**config.mk**
```make
export PLATFORM = sky130hd
export DESIGN_NAME = scht_mul
export DESIGN_NICKNAME = d
export VERILOG_FILES = /design/src/rtl/scht_mul.sv
export SDC_FILE = /design/constraint.sdc
export NUM_CORES = 2
export LEC_CHECK = 0
export BUFFER_PORTS_ARGS = -buffer_cell sky130_fd_sc_hd__buf_4
export CORE_ASPECT_RATIO = 1.1
export CORE_MARGIN = 3
export CORE_UTILIZATION = 30
export CTS_CLUSTER_DIAMETER = 200
export DETAILED_ROUTE_END_ITERATION = 12
export HOLD_SLACK_MARGIN = 0.02
export PLACE_DENSITY = 0.45
export SYNTH_ARGS = -nofsm -noshare
export SYNTH_HDL_FRONTEND = slang
export SYNTH_SLANG_ARGS = --single-unit
```
**constraint.sdc**
```tcl
create_clock -name aclk -period 7.6 [get_ports aclk]
set_input_delay 1.9 -clock aclk [delete_from_list [all_inputs] [get_ports aclk]]
set_output_delay 1.9 -clock aclk [all_outputs]
set_load 0.1 [all_outputs]
```
**src/rtl/scht_mul.sv**
```systemverilog
// ============================================================================
// scht_mul
// Two-stage unsigned multiplier built from four half-width partial products.
// Stage one registers the partial products, stage two registers their sum.
// ============================================================================
module scht_mul #(
    parameter int A_BITS = 33,
    parameter int B_BITS = 33
) (
    input  logic                     aclk,
    input  logic                     en,
    input  logic [A_BITS-1:0]        a,
    input  logic [B_BITS-1:0]        b,
    output logic [A_BITS+B_BITS-1:0] p
);
    localparam int AL = A_BITS / 2;
    localparam int AH = A_BITS - AL;
    localparam int BL = B_BITS / 2;
    localparam int BH = B_BITS - BL;
    localparam int PB = A_BITS + B_BITS;

    logic [AL+BL-1:0] ll_reg, ll_next;
    logic [AL+BH-1:0] lh_reg, lh_next;
    logic [AH+BL-1:0] hl_reg, hl_next;
    logic [AH+BH-1:0] hh_reg, hh_next;
    logic [PB-1:0]    p_reg,  p_next;

    // Partial products of the operand halves
    always_comb begin
        ll_next = (AL+BL)'(a[AL-1:0])      * (AL+BL)'(b[BL-1:0]);
        lh_next = (AL+BH)'(a[AL-1:0])      * (AL+BH)'(b[B_BITS-1:BL]);
        hl_next = (AH+BL)'(a[A_BITS-1:AL]) * (AH+BL)'(b[BL-1:0]);
        hh_next = (AH+BH)'(a[A_BITS-1:AL]) * (AH+BH)'(b[B_BITS-1:BL]);
    end

    // Align and add the partial products
    always_comb begin
        p_next = PB'(ll_reg) + (PB'(lh_reg) << BL) + (PB'(hl_reg) << AL)
               + (PB'(hh_reg) << (AL + BL));
    end

    // Advance both stages together with the surrounding pipeline
    always_ff @(posedge aclk) begin
        if (en) begin
            ll_reg <= ll_next;
            lh_reg <= lh_next;
            hl_reg <= hl_next;
            hh_reg <= hh_next;
            p_reg  <= p_next;
        end
    end

    assign p = p_reg;

endmodule

```
# ---- Word level (Yosys, flattened, before mapping)
# Index checks and enable logic that the tools add are counted.
dict set report op_classes {
  magnitude_cmp 0
  reduce_logical 0
  div 0
  n_shift 0
  n_mux 0
  eq_ne 0
  bitwise 0
  mul 4
  add_sub_neg 3
}
# cell count
set ops {}
lappend ops {{adder 51 x 66 -> 66 bit} 1}
lappend ops {{adder 50 x 49 -> 51 bit} 1}
lappend ops {{adder 32 x 49 -> 50 bit} 1}
lappend ops {{multiplier 17 x 17 -> 34 bit} 1}
lappend ops {{multiplier 16 x 17 -> 33 bit} 1}
lappend ops {{multiplier 17 x 16 -> 33 bit} 1}
lappend ops {{multiplier 16 x 16 -> 32 bit} 1}
dict set report totals {
  inputBits 68
  romBits 0
  latchBits 0
  ff_bits 198
  wordCells 12
  out_inout_bits 66
  ram_bits 0
  memories 0
}

# ---- Logic depth before layout (Yosys ltp)
dict set report logic_depth {
  word_depth 3
  mapped_depth 24
  ltp_nobuf 23
}

# ---- Least setup slack after synthesis
# Ideal clock, no wire load.
dict set report synth_timing {
  kind {input port to flip-flop}
  start {input port b[27]}
  end {register lh_reg[31], data pin}
  cell_stages 21
  n_path_buf 1
  t_required_ps 7335
  slack_ps -117
  setup_ps 265
  arrival_ps 7452
  path_cell_list {clkbuf_1 > nand2_1 > fa_1 > fa_1 > fa_1 > inv_1 > fa_1 > fa_1 > inv_1 > fa_1 > inv_1 > ha_1 > o21a_1 > o21a_1 > a221oi_1 > a31oi_1 > a221oi_1 > nand2b_1 > o211ai_1 > o21ai_0 > xor2_1}
}
dict set report synth_via {
  elab_chain_cells 1
}
# element line
set synth_lines {}
lappend synth_lines {{start: declaration} 13} ;# input logic [B_BITS-1:0] b,
lappend synth_lines {{multiplier 16 x 17 -> 33 bit} 31} ;# lh_next = (AL+BH)'(a[AL-1:0]) * (AL+BH)'(b[B_BITS-1:BL]);
lappend synth_lines {{via lh_next[31]} 23} ;# logic [AL+BH-1:0] lh_reg, lh_next;
lappend synth_lines {{end signal: assignment} 46} ;# lh_reg <= lh_next;
lappend synth_lines {{end: declaration} 23}
# The timed path passes the listed nets, and every way through them passes these cells.
# A chain may end at the register's enable or synchronous reset.

# ---- Worst setup path after layout
dict set report layout_timing {
  start {input port a[23]}
  end {register hl_reg[30], data pin}
}
dict set report layout_via {
  elab_chain_cells 1
}
# element line
set layout_lines {}
lappend layout_lines {{start: declaration} 12} ;# input logic [A_BITS-1:0] a,
lappend layout_lines {{multiplier 17 x 16 -> 33 bit} 32} ;# hl_next = (AH+BL)'(a[A_BITS-1:AL]) * (AH+BL)'(b[BL-1:0]);
lappend layout_lines {{via hl_next[30]} 24} ;# logic [AH+BL-1:0] hl_reg, hl_next;
lappend layout_lines {{end signal: assignment} 47} ;# hl_reg <= hl_next;
lappend layout_lines {{end: declaration} 24}
# The timed path passes the listed nets, and every way through them passes these cells.

==> impl_results.md <==
* Yosys top cell by area: fa_1
* Outcome: finished clean
* Yosys cell types at 67
* Cell Rows at 147
* First-pass GRT wire length at 209000 um
* Die area at 0.152 mm2
* Reg2reg end: p[65]
* Setup Skew at 0.0451 ns
* Critical Path End: hl_reg[30]
* Final Hold Vio Count at 0
* CP required at 7.86 ns
* Drt drc at 0
* Yosys reg bits at 198
* Number of synthesized flops with an enable pin at 198
* # setup viols final at 0
* Root Driver: clkbuf_16
* H-tree levels at 4
* Critical path fanouts, max at 16
* Port Buffers at 133
* P&R area growth vs syn at 16.7%
* R2R cell count at 13
* Worst Setup SP: a[23]
* Max-Cap Viols at 0
* Tightest Hold Check Type: reg -> reg
* Final wirelength at 131000 um
* Initial Utilization at 30.3%
* Syn_nets at 6007
* DR vias at 31800
* Clock Path Buffers at 2
* Slew at the pin with the worst max-slew slack at 0.839 ns
* Synth top area cells: fa_1 39%, edfxtp_1 13%, ha_1 13%
* Setup crit end kind: register
* Post-Synth Simple-Gate Area at 15.1%
* Iteration-0 DRC Markers at 1277
* Aggregate global-route resource usage at 18.1%
* CP Class: in -> reg
* Worst Setup Start Kind: input port
* Vias per cell at 4.55
* Die height at 408 um
* Initial antenna violation count at 5
* TritonCTS clock tree: built
* Synth Instances at 4616
* Share of the cycle needed by the critical path after routing at 97.9%
* Max reg flops at 66
* Multiplexer area fraction after synthesis at 0.0453%
* RePlAce Congestion at 0.823
* Inst Count DP at 6962
* Post-Synth XOR/XNOR Area at 3.19%
* DRT Pass-1 Iters at 8
* F_max at 0.134 GHz
* Slew headroom at 44.1%
* WP data arrival at 7.70 ns
* Nets at 6436
* Core region area at 0.146 mm2
* Reg-to-Reg Start: ll_reg[17]
* Post-DP HPWL at 112000 um
* Global route overflow at 0
* Clk sinks at 198
* Clock transition at the registers of the reported paths at 0.08 ns
* IO Pins at 134
* Max Slew Vio Count at 0
* Crit-path most repeated cell: fa_1
* Syn. warnings at 0
* Layout cell share with drive strength beyond 1 at 13.7%
* Clock Latency Late Sink at 0.54 ns
* Syn Area/Cell at 9.57 um2
* Die Wd at 372 um
* Non-Filler Instances at 6999
* R2R setup slack at 3.29 ns
* Top cell type's share of synthesized area at 39.3%
* Sequential element share of the synthesized area at 13.5%
* Post-Synth Adder-Cell Area at 52.2%
* Post-synthesis compound-gate area fraction at 6.09%
* Fin crit period at 7.44 ns
* Async S/R FF share, synth at 0%
* Largest net degree at the start of global routing at 82
* Largest family of logic cells by synthesized area: adder cells
* CTS Buf Count at 17
* Ys flop type: edfxtp_1
* Synth Cell Area at 0.0442 mm2
* Slowest-stage cell, CP: fa_1
* DR WL/cell at 18.8 um
* RSZ-0062 raised after global routing: true
* Vias in the first global route at 35800
* DRT antenna net count at 0
* Delay of the slowest critical-path stage at 0.55 ns
logic make-up after synthesis:
family / Yosys count
adder cells (fa/ha/maj): 1323
XOR/XNOR: 161
flip-flops: 198
AO/OA/AOI/OAI: 404
multiplexers: 2
buffers and inverters: 1168
AND/OR/NAND/NOR: 1360
synthesized netlist by cell type, drive strengths merged, types with 2 or more instances:
cell type	instances
nor2	61
o2111ai	2
o21ai	66
o21a	19
nand4	14
or3	4
a221oi	3
and4	2
a21boi	2
a221o	5
o21bai	20
buf	2
and3	19
fa	868
nand3b	3
a21oi	127
nand2b	18
or2	4
nor3b	3
o311ai	2
nand2	664
a21o	86
nor3	13
o221a	3
a211o	3
nand3	34
clkbuf	212
xnor2	117
a311oi	4
nor2b	14
xor2	44
mux2i	2
a31o	6
a2111oi	2
a31oi	12
inv	954
a211oi	12
and2	504
o31ai	5
o31a	2
a41oi	4
o211ai	11
ha	455
edfxtp	198
critical path: cells and delay by family:
kind,cells,cell delay [ns]
compound gates,6,0.84
xor+xnor,1,0.14
fa+ha+maj,7,3.28
buf+inv,9,1.01
simple gates,2,0.50
cell type report:
type | instances | area [um2]
well taps | 1937 | 2420
inverters | 954 | 3580
diodes | 5 | 12.5
fillers | 15100 | 94500
flip-flops and latches | 198 | 5950
clock buffers | 17 | 425
multi-input cells | 3250 | 33900
clock inverters | 14 | 144
repair buffers | 624 | 5120
what timing repair did:
action | in CTS | in global routing
buffers inserted | 0 | 1
gates resized for setup | 0 | 19
endpoints found under the setup margin | 0 | 20
hold buffers | 0 | 0
stage by stage:
| stage | setup WS (ns) | TNS (ns) | cell area, um2 | util [%] | hold slack [ns] |
|---|---|---|---|---|---|
| final | 0.158 | 0 | 51600 | 35.3 | 0.422 |
| after detailed placement | -0.464 | -11.17 | 50900 | 34.8 | 0.405 |
| after CTS | 0.105 | 0 | 51500 | 35.2 | 0.424 |
| after global routing | -0.0369 | -0.0576 | 51600 | 35.3 | 0.432 |
| after floorplan | 0.00279 | 0 | 44200 | - | 0.400 |
| after global placement | -0.478 | -10.39 | 50900 | 34.8 | 0.402 |
layout by cell type, fill, tap and decap left out, drive strengths merged, types with 4 or more instances in the layout:
cell / synthesis / layout
a311oi: 4 / 4
clkbuf: 212 / 17
diode: 0 / 5
and2: 504 / 504
nand4: 14 / 14
nand2b: 18 / 18
a211oi: 12 / 12
nor2b: 14 / 14
o31ai: 5 / 5
nand3: 34 / 34
fa: 868 / 868
o211ai: 11 / 11
a21o: 86 / 86
o21a: 19 / 19
nor3: 13 / 13
or3: 4 / 4
ha: 455 / 455
xnor2: 117 / 117
edfxtp: 198 / 198
a41oi: 4 / 4
or2: 4 / 4
and3: 19 / 19
o21bai: 20 / 20
o21ai: 66 / 66
inv: 954 / 959
nor2: 61 / 61
clkinv: 0 / 6
a21oi: 127 / 127
nand2: 664 / 664
buf: 2 / 624
a31oi: 12 / 12
xor2: 44 / 44
a221o: 5 / 5
a31o: 6 / 6
worst min-delay path by stage:
stage,from,endpoint,slack [ns],cells past startpoint
after floorplan,ll_reg[0],p[0],0.40,0
after global placement,ll_reg[13],p[13],0.40,0
after detailed placement,ll_reg[6],p[6],0.40,0
after CTS,ll_reg[6],p[6],0.42,0
after global routing,ll_reg[13],p[13],0.43,0
final,ll_reg[8],p[8],0.42,0
metal layers:
metal | up-vias | part of all wire (%) | track usage, %
li1 | 14900 | - | -
met1 | 16300 | 43 | 22.8
met2 | 485 | 52 | 33.0
met3 | 101 | 3.0 | 1.88
met4 | 0 | 2.6 | 4.55
met5 | - | 0 | 0
Power is left out: the tool's default activity adds up to more than one toggle a clock period on the data nets, which glitch-free logic cannot reach.
